## src/rtl/core/pdre_pkg.sv

```systemverilog
// ----------------------------------------------------------------------------
// pdre_pkg: shared types and constants of the page difference run encoder
// Configuration layout, result word layout, run kinds, status codes.
// ----------------------------------------------------------------------------
package pdre_pkg;

	localparam int RES_SLOTS = 4;
	localparam int CNT_W     = $clog2(RES_SLOTS + 1);
	localparam int SLOT_W    = $clog2(RES_SLOTS);
	localparam int CFG_W     = 17;
	localparam int IDX_W     = 2;

	localparam logic [16:0] COST_MAX  = 17'h1FFFF;
	localparam logic [15:0] ENTRY_MAX = 16'hFFFF;

	localparam logic [1:0] KIND_DIFF  = 2'd0;
	localparam logic [1:0] KIND_EQUAL = 2'd1;
	localparam logic [1:0] KIND_MARK  = 2'd2;

	localparam logic [1:0] ST_OK      = 2'd0;
	localparam logic [1:0] ST_BUDGET  = 2'd1;
	localparam logic [1:0] ST_ENTRIES = 2'd2;

	localparam logic [IDX_W-1:0] REG_BUFFER_BYTES = 2'd0;
	localparam logic [IDX_W-1:0] REG_MAX_BUDGET   = 2'd1;
	localparam logic [IDX_W-1:0] REG_MAX_ENTRIES  = 2'd2;
	localparam logic [IDX_W-1:0] REG_ZERO_MODE    = 2'd3;

	typedef struct packed {
		logic [15:0] buffer_bytes;
		logic [16:0] max_diff_budget;
		logic [15:0] max_entries;
		logic        zero_mode;
	} pdre_cfg_t;

	typedef struct packed {
		logic        entry_valid;
		logic [15:0] run_length;
		logic [1:0]  run_kind;
		logic        is_last;
		logic [1:0]  status;
	} pdre_res_t;

	typedef struct packed {
		pdre_res_t [RES_SLOTS-1:0] res;
		logic [CNT_W-1:0]          cnt;
	} pdre_batch_t;

endpackage

```

## src/rtl/core/pdre_ifs.sv

```systemverilog
// ----------------------------------------------------------------------------
// pdre_ifs: valid/ready channels of the page difference run encoder
// Byte pair input channel and result word output channel.
// ----------------------------------------------------------------------------
interface pdre_in_if;
	logic       valid;
	logic       ready;
	logic [7:0] old_byte;
	logic [7:0] new_byte;

	modport source (output valid, output old_byte, output new_byte, input ready);
	modport sink   (input valid, input old_byte, input new_byte, output ready);
endinterface

interface pdre_out_if;
	logic        valid;
	logic        ready;
	logic        entry_valid;
	logic [15:0] run_length;
	logic [1:0]  run_kind;
	logic        is_last;
	logic [1:0]  status;

	modport source (output valid, output entry_valid, output run_length, output run_kind,
		output is_last, output status, input ready);
	modport sink   (input valid, input entry_valid, input run_length, input run_kind,
		input is_last, input status, output ready);
endinterface

```

## src/rtl/core/page_diff_run_encoder_core.sv

```systemverilog
// ----------------------------------------------------------------------------
// page_diff_run_encoder_core: page difference run encoder
// Compares a page of old/new byte pairs and emits alternating run lengths.
// ----------------------------------------------------------------------------
// Usage:
//   in_ch carries one old/new byte pair per word; out_ch carries result words
//   (run entries, zero-fill markers and one terminal word with the page status
//   after the last byte of each page).
//   Configuration is written through cfg_we/cfg_index/cfg_data while idle.
// Path: a byte is registered in the input register at acceptance, and its
//   batch then goes into the result bank, which drives out_ch.
// Throughput: one byte per cycle while each byte yields at most one word and
//   out_ch takes each word at once; a byte yielding k words (up to 4) occupies
//   the result bank until its k words have gone, one word per out_ch handshake.
// Reset: arst_n clears the page state and the result bank; the registers take
//   buffer_bytes 4096 and zero in the others.
// Stall: while out_ch is held, one further byte waits in the input register,
//   then in_ch drops ready; nothing is lost.
// ----------------------------------------------------------------------------
module page_diff_run_encoder_core
	import pdre_pkg::*;
(
	input  logic             clk,
	input  logic             arst_n,
	input  logic             cfg_we,
	input  logic [IDX_W-1:0] cfg_index,
	input  logic [CFG_W-1:0] cfg_data,
	pdre_in_if.sink          in_ch,
	pdre_out_if.source       out_ch
);

	pdre_cfg_t   cfg_q;
	pdre_batch_t batch;
	logic        batch_vld;
	logic        load_ok;

	always_ff @(posedge clk or negedge arst_n) begin
		if (!arst_n) begin
			cfg_q.buffer_bytes    <= 16'd4096;
			cfg_q.max_diff_budget <= 17'd0;
			cfg_q.max_entries     <= 16'd0;
			cfg_q.zero_mode       <= 1'b0;
		end else if (cfg_we) begin
			unique case (cfg_index)
				REG_BUFFER_BYTES: cfg_q.buffer_bytes    <= cfg_data[15:0];
				REG_MAX_BUDGET:   cfg_q.max_diff_budget <= cfg_data[16:0];
				REG_MAX_ENTRIES:  cfg_q.max_entries     <= cfg_data[15:0];
				REG_ZERO_MODE:    cfg_q.zero_mode       <= cfg_data[0];
				default: ;
			endcase
		end
	end

	pdre_step u_step (
		.clk       (clk),
		.arst_n    (arst_n),
		.cfg       (cfg_q),
		.in_ch     (in_ch),
		.load_ok   (load_ok),
		.batch_vld (batch_vld),
		.batch     (batch)
	);

	pdre_outq u_outq (
		.clk       (clk),
		.arst_n    (arst_n),
		.batch_vld (batch_vld),
		.batch     (batch),
		.load_ok   (load_ok),
		.out_ch    (out_ch)
	);

endmodule

```

## src/rtl/core/pdre_step.sv

```systemverilog
// ----------------------------------------------------------------------------
// pdre_step: input register, page state and run encoding logic
// Registers one byte pair, then in one pass updates the run, cost and entry
// counters and produces the batch of result words that the byte causes.
// ----------------------------------------------------------------------------
module pdre_step
	import pdre_pkg::*;
(
	input  logic          clk,
	input  logic          arst_n,
	input  pdre_cfg_t     cfg,
	pdre_in_if.sink       in_ch,
	input  logic          load_ok,
	output logic          batch_vld,
	output pdre_batch_t   batch
);

	logic       vld_s1;
	logic [7:0] old_s1;
	logic [7:0] new_s1;

	logic        eqph_q, anydiff_q, held_q;
	logic [15:0] run_q, bytes_q, ent_q;
	logic [16:0] cost_q;
	logic [1:0]  fail_q;

	logic        eqph_d, anydiff_d, held_d;
	logic [15:0] run_d, bytes_d, ent_d;
	logic [16:0] cost_d;
	logic [1:0]  fail_d;

	logic [15:0] size;
	logic [17:0] size_x3;
	logic [16:0] budget;
	logic [15:0] limit;
	logic        differs;
	logic        adv;
	logic [CNT_W-1:0] n;
	pdre_res_t [RES_SLOTS-1:0] res;

	function automatic logic [16:0] add_cost(logic [16:0] c, logic [15:0] r);
		logic [17:0] s;
		s = {1'b0, c} + {2'b00, r} + 18'd2;
		return (s > {1'b0, COST_MAX}) ? COST_MAX : s[16:0];
	endfunction

	assign adv          = vld_s1 && load_ok;
	assign in_ch.ready  = !vld_s1 || adv;
	assign batch_vld    = adv;
	assign batch.res    = res;
	assign batch.cnt    = n;

	always_ff @(posedge clk or negedge arst_n) begin
		if (!arst_n) begin
			vld_s1 <= 1'b0;
		end else if (in_ch.valid && in_ch.ready) begin
			vld_s1 <= 1'b1;
		end else if (adv) begin
			vld_s1 <= 1'b0;
		end
	end

	always_ff @(posedge clk) begin
		if (in_ch.valid && in_ch.ready) begin
			old_s1 <= in_ch.old_byte;
			new_s1 <= in_ch.new_byte;
		end
	end

	always_comb begin
		size    = (cfg.buffer_bytes != 16'd0) ? cfg.buffer_bytes : 16'd1;
		size_x3 = {2'b00, size} + {1'b0, size, 1'b0};
		budget  = (cfg.max_diff_budget != 17'd0) ? cfg.max_diff_budget
			: {1'b0, size_x3[17:2]};
		limit   = (cfg.max_entries != 16'd0) ? cfg.max_entries : ENTRY_MAX;
		differs = cfg.zero_mode ? (new_s1 != 8'd0) : (old_s1 != new_s1);

		eqph_d    = eqph_q;
		anydiff_d = anydiff_q;
		held_d    = held_q;
		run_d     = run_q;
		bytes_d   = bytes_q;
		ent_d     = ent_q;
		cost_d    = cost_q;
		fail_d    = fail_q;
		n         = '0;
		res       = '0;

		if (bytes_d == 16'd0 && fail_d == ST_OK) begin
			if (cfg.zero_mode) begin
				res[n[SLOT_W-1:0]] = '{1'b1, 16'd0, KIND_MARK, 1'b0, ST_OK};
				n = n + 1'b1;
				res[n[SLOT_W-1:0]] = '{1'b1, 16'd0, KIND_MARK, 1'b0, ST_OK};
				n = n + 1'b1;
				ent_d = 16'd2;
			end
			if (ent_d >= limit) begin
				fail_d = ST_ENTRIES;
			end
		end

		if (fail_d == ST_OK) begin
			if (!eqph_d) begin
				if (differs) begin
					if (run_d != ENTRY_MAX) begin
						run_d = run_d + 16'd1;
					end
					anydiff_d = 1'b1;
				end else begin
					cost_d = add_cost(cost_d, run_d);
					if (cost_d > budget) begin
						fail_d = ST_BUDGET;
					end else begin
						if (run_d == 16'd0 && !cfg.zero_mode && !anydiff_d) begin
							held_d = 1'b1;
						end else begin
							res[n[SLOT_W-1:0]] = '{1'b1, run_d, KIND_DIFF, 1'b0, ST_OK};
							n = n + 1'b1;
						end
						if (ent_d != ENTRY_MAX) begin
							ent_d = ent_d + 16'd1;
						end
						eqph_d = 1'b1;
						run_d  = 16'd1;
					end
				end
			end else begin
				if (!differs) begin
					if (run_d != ENTRY_MAX) begin
						run_d = run_d + 16'd1;
					end
				end else begin
					if (held_d) begin
						res[n[SLOT_W-1:0]] = '{1'b1, 16'd0, KIND_DIFF, 1'b0, ST_OK};
						n = n + 1'b1;
						held_d = 1'b0;
					end
					res[n[SLOT_W-1:0]] = '{1'b1, run_d, KIND_EQUAL, 1'b0, ST_OK};
					n = n + 1'b1;
					if (ent_d != ENTRY_MAX) begin
						ent_d = ent_d + 16'd1;
					end
					if (ent_d >= limit) begin
						fail_d = ST_ENTRIES;
					end else begin
						eqph_d    = 1'b0;
						run_d     = 16'd1;
						anydiff_d = 1'b1;
					end
				end
			end
		end

		bytes_d = bytes_d + 16'd1;
		if (bytes_d >= size) begin
			if (fail_d == ST_OK && !eqph_d) begin
				cost_d = add_cost(cost_d, run_d);
				if (cost_d > budget) begin
					fail_d = ST_BUDGET;
				end else if (run_d != 16'd0) begin
					res[n[SLOT_W-1:0]] = '{1'b1, run_d, KIND_DIFF, 1'b0, ST_OK};
					n = n + 1'b1;
					if (ent_d != ENTRY_MAX) begin
						ent_d = ent_d + 16'd1;
					end
				end
			end
			res[n[SLOT_W-1:0]] = '{1'b0, 16'd0, KIND_DIFF, 1'b1, fail_d};
			n = n + 1'b1;
			eqph_d    = 1'b0;
			anydiff_d = 1'b0;
			held_d    = 1'b0;
			run_d     = 16'd0;
			bytes_d   = 16'd0;
			ent_d     = 16'd0;
			cost_d    = 17'd0;
			fail_d    = ST_OK;
		end
	end

	always_ff @(posedge clk or negedge arst_n) begin
		if (!arst_n) begin
			eqph_q    <= 1'b0;
			anydiff_q <= 1'b0;
			held_q    <= 1'b0;
			run_q     <= 16'd0;
			bytes_q   <= 16'd0;
			ent_q     <= 16'd0;
			cost_q    <= 17'd0;
			fail_q    <= ST_OK;
		end else if (adv) begin
			eqph_q    <= eqph_d;
			anydiff_q <= anydiff_d;
			held_q    <= held_d;
			run_q     <= run_d;
			bytes_q   <= bytes_d;
			ent_q     <= ent_d;
			cost_q    <= cost_d;
			fail_q    <= fail_d;
		end
	end

endmodule

```

## src/rtl/core/pdre_outq.sv

```systemverilog
// ----------------------------------------------------------------------------
// pdre_outq: result register bank and output serializer
// Holds the batch of one byte and hands out one result word per handshake.
// ----------------------------------------------------------------------------
module pdre_outq
	import pdre_pkg::*;
(
	input  logic          clk,
	input  logic          arst_n,
	input  logic          batch_vld,
	input  pdre_batch_t   batch,
	output logic          load_ok,
	pdre_out_if.source    out_ch
);

	logic [CNT_W-1:0]          cnt_q;
	logic [SLOT_W-1:0]         rd_q;
	pdre_res_t [RES_SLOTS-1:0] res_q;
	pdre_res_t                 head;
	logic                      fire;

	assign fire    = out_ch.valid && out_ch.ready;
	assign load_ok = (cnt_q == '0) || (cnt_q == CNT_W'(1) && out_ch.ready);
	assign head    = res_q[rd_q];

	assign out_ch.valid       = (cnt_q != '0);
	assign out_ch.entry_valid = head.entry_valid;
	assign out_ch.run_length  = head.run_length;
	assign out_ch.run_kind    = head.run_kind;
	assign out_ch.is_last     = head.is_last;
	assign out_ch.status      = head.status;

	always_ff @(posedge clk or negedge arst_n) begin
		if (!arst_n) begin
			cnt_q <= '0;
			rd_q  <= '0;
		end else if (batch_vld) begin
			cnt_q <= batch.cnt;
			rd_q  <= '0;
		end else if (fire) begin
			cnt_q <= cnt_q - 1'b1;
			rd_q  <= rd_q + 1'b1;
		end
	end

	always_ff @(posedge clk) begin
		if (batch_vld) begin
			res_q <= batch.res;
		end
	end

endmodule

```

## src/flat_wrapper.sv

```systemverilog
// flat-port wrapper written by rule: the top's interface ports become plain ports
module page_diff_run_encoder_core_flat import pdre_pkg::*;
  (clk, arst_n, cfg_we, cfg_index, cfg_data, in_ch_valid, in_ch_old_byte, in_ch_new_byte, in_ch_ready, out_ch_valid, out_ch_entry_valid, out_ch_run_length, out_ch_run_kind, out_ch_is_last, out_ch_status, out_ch_ready);
  pdre_in_if in_ch_i ();
  pdre_out_if out_ch_i ();
  input  logic clk;
  input  logic arst_n;
  input  logic cfg_we;
  input  logic [IDX_W-1:0] cfg_index;
  input  logic [CFG_W-1:0] cfg_data;
  input wire logic [$bits(in_ch_i.valid)-1:0] in_ch_valid;
  input wire logic [$bits(in_ch_i.old_byte)-1:0] in_ch_old_byte;
  input wire logic [$bits(in_ch_i.new_byte)-1:0] in_ch_new_byte;
  output wire logic [$bits(in_ch_i.ready)-1:0] in_ch_ready;
  output wire logic [$bits(out_ch_i.valid)-1:0] out_ch_valid;
  output wire logic [$bits(out_ch_i.entry_valid)-1:0] out_ch_entry_valid;
  output wire logic [$bits(out_ch_i.run_length)-1:0] out_ch_run_length;
  output wire logic [$bits(out_ch_i.run_kind)-1:0] out_ch_run_kind;
  output wire logic [$bits(out_ch_i.is_last)-1:0] out_ch_is_last;
  output wire logic [$bits(out_ch_i.status)-1:0] out_ch_status;
  input wire logic [$bits(out_ch_i.ready)-1:0] out_ch_ready;
  assign in_ch_i.valid = in_ch_valid;
  assign in_ch_i.old_byte = in_ch_old_byte;
  assign in_ch_i.new_byte = in_ch_new_byte;
  assign in_ch_ready = in_ch_i.ready;
  assign out_ch_valid = out_ch_i.valid;
  assign out_ch_entry_valid = out_ch_i.entry_valid;
  assign out_ch_run_length = out_ch_i.run_length;
  assign out_ch_run_kind = out_ch_i.run_kind;
  assign out_ch_is_last = out_ch_i.is_last;
  assign out_ch_status = out_ch_i.status;
  assign out_ch_i.ready = out_ch_ready;
  page_diff_run_encoder_core u_core (.clk(clk), .arst_n(arst_n), .cfg_we(cfg_we), .cfg_index(cfg_index), .cfg_data(cfg_data), .in_ch(in_ch_i), .out_ch(out_ch_i));
endmodule
```

## config.mk

```make
export PLATFORM = sky130hd
export DESIGN_NAME = page_diff_run_encoder_core_flat
export DESIGN_NICKNAME = d
export VERILOG_FILES = /design/src/rtl/core/pdre_pkg.sv /design/src/rtl/core/pdre_ifs.sv /design/src/rtl/core/page_diff_run_encoder_core.sv /design/src/rtl/core/pdre_step.sv /design/src/rtl/core/pdre_outq.sv /design/src/flat_wrapper.sv
export SDC_FILE = /design/constraint.sdc
export NUM_CORES = 1
export LEC_CHECK = 0
export BUFFER_PORTS_ARGS = -buffer_cell sky130_fd_sc_hd__buf_4
export CORE_MARGIN = 3
export CORE_UTILIZATION = 35
export DETAILED_ROUTE_END_ITERATION = 8
export PLACE_DENSITY = 0.58
export SLEW_MARGIN = 10
export SYNTH_ARGS = -nofsm -noshare
export SYNTH_HDL_FRONTEND = slang
export SYNTH_SLANG_ARGS = --single-unit
```

## constraint.sdc

```tcl
create_clock -name clk -period 24.8 [get_ports clk]
set_clock_uncertainty 0.05 [all_clocks]
set_input_delay 4.96 -clock clk [delete_from_list [all_inputs] [get_ports clk]]
set_output_delay 4.96 -clock clk [all_outputs]
set_load 0.05 [all_outputs]
```

# After elaboration in Yosys (flattened, before gate mapping)
# Cells that the tools add are included.
[word_totals] ff_bits=230 inputBits=40 output_inout_bits=24 elab_cells=241
[op_classes] n_addsub=14 n_lt_le_gt_ge=16 n_eq_ne=11 n_mux=118 bitwise=3 reduce_logical=42
[ops] op="$mux W88" count=15
[ops] op="$mux W16" count=24
[ops] op="$bwmux W88" count=4
[ops] op="$demux W22 S2" count=4
[ops] op="$mux W17" count=7
[ops] op="$mux W22" count=5
[ops] op="$mux W44" count=2
[ops] op="$and A42 B84 Y84" count=1
[ops] op="$not A84 Y84" count=1
[ops] op="$mux W3" count=17
[ops] op="$add A16 B1 Y16 const B" count=3
[ops] op="$ge A16 B16 Y1" count=3
[ops] op="$reduce_bool A16 Y1" count=3
[ops] op="$bmux W22 S2" count=1
[ops] op="$add A17 B16 Y18" count=2
[ops] op="$add A18 B2 Y18 const B" count=2
[ops] op="$gt A18 B17 Y1 const B" count=2
[ops] op="$gt A17 B17 Y1" count=2
[ops] op="$logic_not A16 Y1" count=2
[ops] op="$mux W2" count=16
[ops] op="$ne A16 B16 Y1 const B" count=2
[ops] op="$mux W1" count=23
[ops] op="$add A16 B17 Y18" count=1
[ops] op="$reduce_bool A17 Y1" count=1
[ops] op="other kinds (23)" count=61

# Logic depth before layout (Yosys ltp)
# Gate-level depths: netlist of run 1.
[logic_depth] ltp_word=28 ltp_mapped=65 mapped_depth_nobuf=62

# By module
# Synthesis of run 1 repeated with hierarchy kept, for this count alone.
[unflattened] cells_unflattened=1771 area_unflattened_um2=17169.0
[by_module_without_submodules] mod="pdre_step" n_inst=1 cells_per_inst=1512 area_per_inst_um2=11760.0 seq_area_each_um2=2257.2
[by_module_without_submodules] mod="pdre_outq" n_inst=1 cells_per_inst=152 area_per_inst_um2=3520.9 seq_area_each_um2=2767.7
[by_module_without_submodules] mod="page_diff_run_encoder_core" n_inst=1 cells_per_inst=107 area_per_inst_um2=1888.1 seq_area_each_um2=1252.5

# Worst setup path before layout of run 1
# OpenSTA, ideal clock, no wires.
[synth_timing] path_kind="register to register" startpoint="register u_core.cfg_q[36] (netlist name)" endpoint="register u_core.u_outq.res_q[19] (netlist name), data pin" setup_ns=0.133 arrival_time_ns=11.926 t_required_ns=24.617 slack_ns=12.691 stages_incl_launch_ff=65 path_buffers=5 synth_period_minus_slack_ns=12.109 path_cell_list="dfrtp_1 > inv_1 > ha_1 > nand2_1 > or4_1 > clkbuf_1 > clkbuf_1 > nand2_1 > inv_1 > ha_1 > a31o_2 > a21o_1 > a211oi_1 > o21bai_1 > a21o_1 > a21o_1 > a41o_1 > nor4_1 > [... 29 more ...] > clkbuf_1 > nand2_1 > ha_1 > a21o_1 > a21o_1 > a21oi_1 > o21ai_0 > a21oi_1 > o21ai_0 > a21oi_2 > xnor2_1 > inv_1 > ha_1 > and2_1 > or3_1 > a21oi_2 > buf_2 > a22o_1"
[synth_rtl] element="from (decl)" line="page_diff_run_encoder_core.sv:32" rtl="pdre_cfg_t cfg_q;"
[synth_rtl] element="to (signal assigned)" line="pdre_outq.sv:48" rtl="res_q <= batch.res;"
[synth_rtl] element="to (decl)" line="pdre_outq.sv:18" rtl="pdre_res_t [RES_SLOTS-1:0] res_q;"

==> flow_summary_export.csv, run 1 <==
group,metric,value,unit
die,rows,80,
die,die_w,227,um
routing,drt_iter0_drc,1164,
global_routing,grt_util_met1,27.5,%
clocking,clkSinkCount,228,
logic_synthesis,synth_ff_type,"dfrtp_1",
clocking,cts_hold_buffers,0,
global_routing,met3_usage,2.85,%
pwr,finalPower,0.00175,W
pwr,p_comb_share,45.5,%
run_status,outcome,"complete, no violations",
placement,place_ws,9570,ps
logic_synthesis,async_flop_share,55.3,%
routing,wl_per_cell,20.1,um
global_routing,grt.busiest_layer,"met2",
final_layout,drive_gt1_share,12.6,%
global_routing,grt_max_degree,72,
pwr,seqPwrFrac,32.9,%
die,die_h,227,um
logic_synthesis,ys_types,87,
die,core_area,47900,um^2
global_routing,grt_pass1_wl,77.6,mm
min_path,hp-class,"reg -> reg",
final_layout,nets,2059,
logic_synthesis,yosysSeqAreaShare,36.4,%
timing,worst_pin_slew,1070,ps
clocking,clkSlewWorstSetupHoldPaths,70,ps
logic_synthesis,syn_inst,1798,
pwr,power_leakage,8.51,nW
timing,final.setup.tns,0,ps
global_routing,grt-ovfl-total,0,
logic_synthesis,yosysWarnings,0,
pwr,vdd_ir_drop_max,0.0546,mV
setup_path,critPathKind,"reg -> reg",
global_routing,grt_use_total,18.9,%
global_routing,grt_use_met2,29.5,%
timing,timing.fmax,0.0646,GHz
die,num_io_pins,64,
routing,first_pass_iters,5,
clocking,cts_tree,"built",
setup_path,cp.arrival,15860,ps
clocking,cts_root_buffer,"clkbuf_16",
clocking,cts_buffers,26,
clocking,cts_resized,0,
routing,drtAntennaViolNets,0,
logic_synthesis,mappedNetlistArea,17100,um^2
setup_path,crit_top_cell,"o21ai_0",
clocking,insertion_delay,570,ps
pwr,p_per_area,92.4,nW/um^2
placement,place_hpwl,36.7,mm
flow_run,cap_violations,0,
setup_path,critical_path.max_stage_delay,850,ps
setup_path,crit_fanout,16,
setup_path,crit_slowest_cell,"a2111oi_0",
clocking,cts_setup_buffers,0,
logic_synthesis,ys_ff_latch,228,
timing,timing.final.crit_share,62.4,%
clocking,cts_max_level,1,
final_layout,area_delta_synth_final,11.1,%
routing,viasPerCell,5.73,
logic_synthesis,syn_area_per_cell,9.50,um^2
timing,setup_violations,0,
routing,drcViolationCount,0,
timing,post-route-min-period,15470,ps
setup_path,start_kind,"flip-flop",
placement,port_buffers,63,
timing,slew_viol_final,0,
logic_synthesis,syn_nets,2033,
logic_synthesis,synth-edff-count,102,
final_layout,n_antenna_cell,0,
timing,finalHoldViolCount,0,
placement,gp_congestion,0.920,
pwr,clockPowerShare,21.6,%
global_routing,grt_pass1_vias,13600,
setup_path,required,25180,ps
pwr,switchingPower,0.000758,W
pwr,swShare,43.2,%
routing,postRouteWirelength,49.3,mm
die,die-area,51500,um^2
timing,worst_slack,9330,ps
pwr,p_int,0.000995,W
timing,slew_headroom,28.8,%
setup_path,crit_path_end_kind,"flip-flop",
die,initial_core_util,35.6,%
global_routing,antenna_found_initial,0,
routing,num_vias,14100,
timing,rsz0062_at_grt,"false",
clocking,cts_max_path_buffers,3,
[power groups by stage]
stage | registers, W | clock network, W | logic, W
floorplan | 0.000544 | 0 | 0.000599
global placement | 0.000579 | 0 | 0.000780
detailed placement | 0.000582 | 0 | 0.000794
CTS | 0.000575 | 0.000388 | 0.000799
global route | 0.000587 | 0.000404 | 0.000879
finish | 0.000576 | 0.000378 | 0.000798
[flip-flops by register name (all words and copies together), names as in the netlist, 3 cells and up]
signal,flops
u_core.u_step.old_s1,8
u_core.u_step.bytes_q,16
u_core.u_step.cost_q,17
u_core.u_outq.cnt_q,3
u_core.u_step.new_s1,8
u_core.u_step.ent_q,16
u_core.cfg_q,50
u_core.u_outq.res_q,86
u_core.u_step.run_q,16
[cells in the final DEF (no fill, tap or decap), drive strengths merged, types with 28 or more instances in the layout]
cell,count
a21o,34
a21oi,102
a22o,50
buf,85
clkbuf,31
dfrtp,125
edfxtp,102
ha,192
inv,92
mux2,40
nand2,186
nand3,48
nand4,28
nor2,127
nor3,42
o21ai,143
xnor2,43
xor2,29
[metrics by stage]
stage / hold WS [ps] / util, % / cell area (um^2) / cells
6_report: 440 / 39.6 / 19000 / 2459
5_1_grt: 467 / 39.6 / 19000 / 2459
4_1_cts: 446 / 39.6 / 19000 / 2459
3_5_place_dp: 434 / 37.9 / 18200 / 2411
3_3_place_gp: 424 / 37.9 / 18200 / 2411
2_1_floorplan: 406 / - / 17100 / 1798
[cell families after synthesis]
| kind of cell | synth area share [%] |
|---|---|
| adder cells (fa/ha/maj) | 14.4 |
| AO/OA/AOI/OAI | 19.6 |
| AND/OR/NAND/NOR | 15.8 |
| flip-flops | 36.4 |
| XOR/XNOR | 3.69 |
| buffers and inverters | 4.15 |
| multiplexers | 5.94 |
[routing by layer]
| layer | up-vias | part of all wire (%) |
|---|---|---|
| li1 | 6710 | - |
| met1 | 6877 | 47 |
| met3 | 72 | 5.8 |
| met2 | 436 | 45 |
| met5 | - | 0 |
| met4 | 0 | 2.6 |
[final timing paths]
kind,depth (start not counted),end,slack [ps],start
max reg2reg,58,u_core.u_outq.res_q[5],9330,u_core.cfg_q[36]
min,2,u_core.u_outq.cnt_q[1],440,u_core.u_outq.cnt_q[1]
max,58,u_core.u_outq.res_q[5],9330,u_core.cfg_q[36]
min reg2reg,2,u_core.u_outq.cnt_q[1],440,u_core.u_outq.cnt_q[1]
max in group asynchronous,2,u_core.u_step.cost_q[14],19050,arst_n
min in group asynchronous,1,u_core.u_outq.rd_q[0],4370,arst_n
[synth_stat cells (43+ instances only)]
master,count,area [um^2]
dfrtp_1,125,3130
nor2_1,126,473
xnor2_1,43,377
nand2_1,185,694
ha_1,192,2400
nand3_1,47,235
a22o_1,50,438
edfxtp_1,102,3060
clkbuf_1,66,248
a21oi_1,100,500
o21ai_0,134,671
inv_1,90,338
[final cells by class]
| class | instances | area [um^2] |
|---|---|---|
| clock inverter | 17 | 145 |
| timing repair buffer | 85 | 642 |
| sequential | 228 | 6220 |
| inverter | 91 | 344 |
| fill | 4769 | 29000 |
| clock buffer | 31 | 679 |
| multi-input combinational | 1392 | 10200 |
| tap | 615 | 769 |
[critical path: cells and delay by family (launching register included)]
| kind | cells | cell delay (ps) |
|---|---|---|
| flip-flops | 1 | 400 |
| buffers and inverters | 5 | 820 |
| XOR/XNOR | 2 | 380 |
| AO/OA/AOI/OAI | 33 | 9180 |
| adder cells (fa/ha/maj) | 7 | 2010 |
| AND/OR/NAND/NOR | 11 | 2490 |
(Power assumes the default switching activity.)
==> run 2, diff against run 1 <==
- clock period: 24.8 -> 14.87 ns (I/O delays scaled with it)
==> run 2 against run 1 <==
  * Count of clock-buffer cells in the layout is 5 higher
  * Sequential power is 66% higher
  * Via count hardly changed
  * Core utilization is 0.30 points higher
  * Maximum frequency is 13% higher
  * Cell count is 0.45% higher
  * Total power is 69% higher
  * First-iteration DRC count is 8.0% lower
  * Setup slack worse by 8100 ps
  * Largest power group unchanged
  * Final area is 0.75% higher
  * Die area stayed put
  * Largest cell class unchanged
  * Critical endpoint is now u_core.u_outq.res_q[8]
==> flow_summary_export.csv, run 2 (synthesized netlist as in run 1, its figures left out) <==
group,metric,value,unit
run_status,outcome,"complete, no violations",
final_layout,drive_gt1_share,13.1,%
pwr,vdd_ir_drop_max,0.0912,mV
routing,wl_per_cell,20.4,um
routing,num_vias,14100,
final_layout,top_regs,"u_core.u_outq.res_q: 86 flops, u_core.cfg_q: 50 flops, u_core.u_step.cost_q: 17 flops",
pwr,p_per_area,155,nW/um^2
timing,final.setup.tns,0,ps
die,core_area,47900,um^2
clocking,insertion_delay,570,ps
setup_path,required,15240,ps
timing,slew_headroom,26.5,%
clocking,cts_max_level,1,
routing,drcViolationCount,0,
timing,post-route-min-period,13660,ps
pwr,p_comb_share,45.5,%
routing,viasPerCell,5.71,
setup_path,r2r_slack,1210,ps
timing,rsz0062_at_grt,"false",
placement,gp_congestion,0.928,
routing,first_pass_iters,5,
clocking,cts_tree,"built",
global_routing,grt_pass1_vias,13700,
die,die_h,227,um
pwr,switchingPower,0.00126,W
setup_path,critical_path.max_stage_delay,570,ps
global_routing,grt-ovfl-total,0,
final_layout,area_delta_synth_final,12.0,%
clocking,cts_root_buffer,"clkbuf_16",
global_routing,antenna_found_initial,0,
min_path,holdPathEnd,"u_core.u_outq.cnt_q[1]",
final_layout,final_common_cell,"ha_1",
flow_run,cap_violations,0,
timing,timing.fmax,0.0732,GHz
min_path,hp-class,"reg -> reg",
timing,timing.final.crit_share,91.9,%
clocking,clkSinkCount,228,
routing,drt_iter0_drc,1071,
global_routing,grt_pass1_wl,79.4,mm
setup_path,cp.arrival,14030,ps
global_routing,grt_max_degree,84,
placement,place_hpwl,37.6,mm
die,die-area,51500,um^2
pwr,clockPowerShare,22.3,%
die,rows,80,
placement,port_buffers,63,
pwr,seqPwrFrac,32.3,%
placement,postPlaceCellArea,18200,um^2
pwr,finalPower,0.00297,W
min_path,min_from,"u_core.u_outq.cnt_q[1]",
clocking,clkSlewWorstSetupHoldPaths,60,ps
final_layout,nets,2071,
setup_path,critPathKind,"reg -> reg",
timing,finalHoldViolCount,0,
setup_path,reg2regPathDepth,59,
timing,worst_pin_slew,1100,ps
setup_path,crit_top_cell,"ha_1",
die,die_w,227,um
pwr,power_leakage,8.59,nW
final_layout,final_area,19100,um^2
final_layout,layout_common_cells,"ha_1, nand2_1, o21ai_0",
clocking,cts_setup_buffers,0,
clocking,cts_buffers,26,
setup_path,crit_slowest_cell,"a21boi_0",
global_routing,grt_use_total,19.5,%
timing,setup_violations,0,
die,num_io_pins,64,
final_layout,largest_reg_flops,86,
setup_path,rr_endpoint,"u_core.u_outq.res_q[8]",
timing,slew_viol_final,0,
pwr,swShare,42.6,%
die,initial_core_util,35.6,%
setup_path,crit_fanout,16,
routing,postRouteWirelength,50.3,mm
setup_path,r2r_start,"u_core.cfg_q[48]",
final_layout,top_register,"u_core.u_outq.res_q",
min_path,hold_depth,2,
routing,drtAntennaViolNets,0,
pwr,p_int,0.00170,W
final_layout,n_antenna_cell,0,
setup_path,start_kind,"flip-flop",
clocking,cts_max_path_buffers,3,
setup_path,crit_path_end_kind,"flip-flop",
timing,hold_ws,454,ps
## run 2: final cells by class
cell class                 instances  area [um^2]
fill                            4761        28800
multi-input combinational       1392        10200
sequential                       228         6220
tap                              615          769
timing repair buffer              97          732
clock buffer                      36          708
inverter                          91          344
clock inverter                    11          149
## run 2: worst max-delay path, delay by kind of cell, from the launching register on
family / cells / cell delay (ps)
xor gates and xnor gates: 2 / 360
DFF: 1 / 410
AOI/OAI and AO/OA: 33 / 7620
and+or+nand+nor: 11 / 2090
buffers and inverters: 6 / 970
adders and majority gates: 7 / 1990
## run 2: timing repair
action,CTS,global route
setup endpoints to repair,0,70
hold buffers,0,0
resized for setup,0,8
hold endpoints to repair,0,0
## run 2: per-layer routing
| metal | track usage [%] | vias up | wire (um) | share of wire [%] |
|---|---|---|---|---|
| met5 | 0 | - | 0 | 0 |
| met4 | 4.50 | 0 | 1200 | 2.4 |
| met3 | 2.77 | 66 | 3000 | 6.0 |
| met2 | 30.0 | 447 | 22100 | 44 |
| met1 | 28.9 | 6854 | 24000 | 48 |
| li1 | - | 6740 | - | - |
## run 2: power by group through the flow
stage	logic (W)	registers [W]	clock network (W)
after detailed placement	0.00134	0.000971	0
after floorplan	0.000998	0.000907	0
after CTS	0.00135	0.000959	0.000677
after global routing	0.00149	0.000976	0.000701
final	0.00135	0.000957	0.000660
after global placement	0.00132	0.000963	0
## run 2: worst max-delay path by stage
stage	start	endpoint	slack, ps	cells past startpoint
after floorplan	u_core.cfg_q[36]	u_core.u_outq.res_q[19]	2760	64
after global placement	u_core.cfg_q[48]	u_core.u_outq.res_q[64]	920	63
after detailed placement	u_core.cfg_q[48]	u_core.u_outq.res_q[58]	570	63
after CTS	u_core.cfg_q[48]	u_core.u_outq.res_q[64]	500	63
after global routing	u_core.cfg_q[48]	u_core.u_outq.res_q[10]	50	64
final	u_core.cfg_q[48]	u_core.u_outq.res_q[8]	1210	59
## run 2: per-stage QoR
step                      instances  setup WS, ps  util, %
after floorplan                1798          2760        -
after global placement         2423           923     38.1
after detailed placement       2423           571     38.1
after CTS                      2470           498     39.8
after global routing           2470          52.0     39.9
final                          2470          1210     39.9
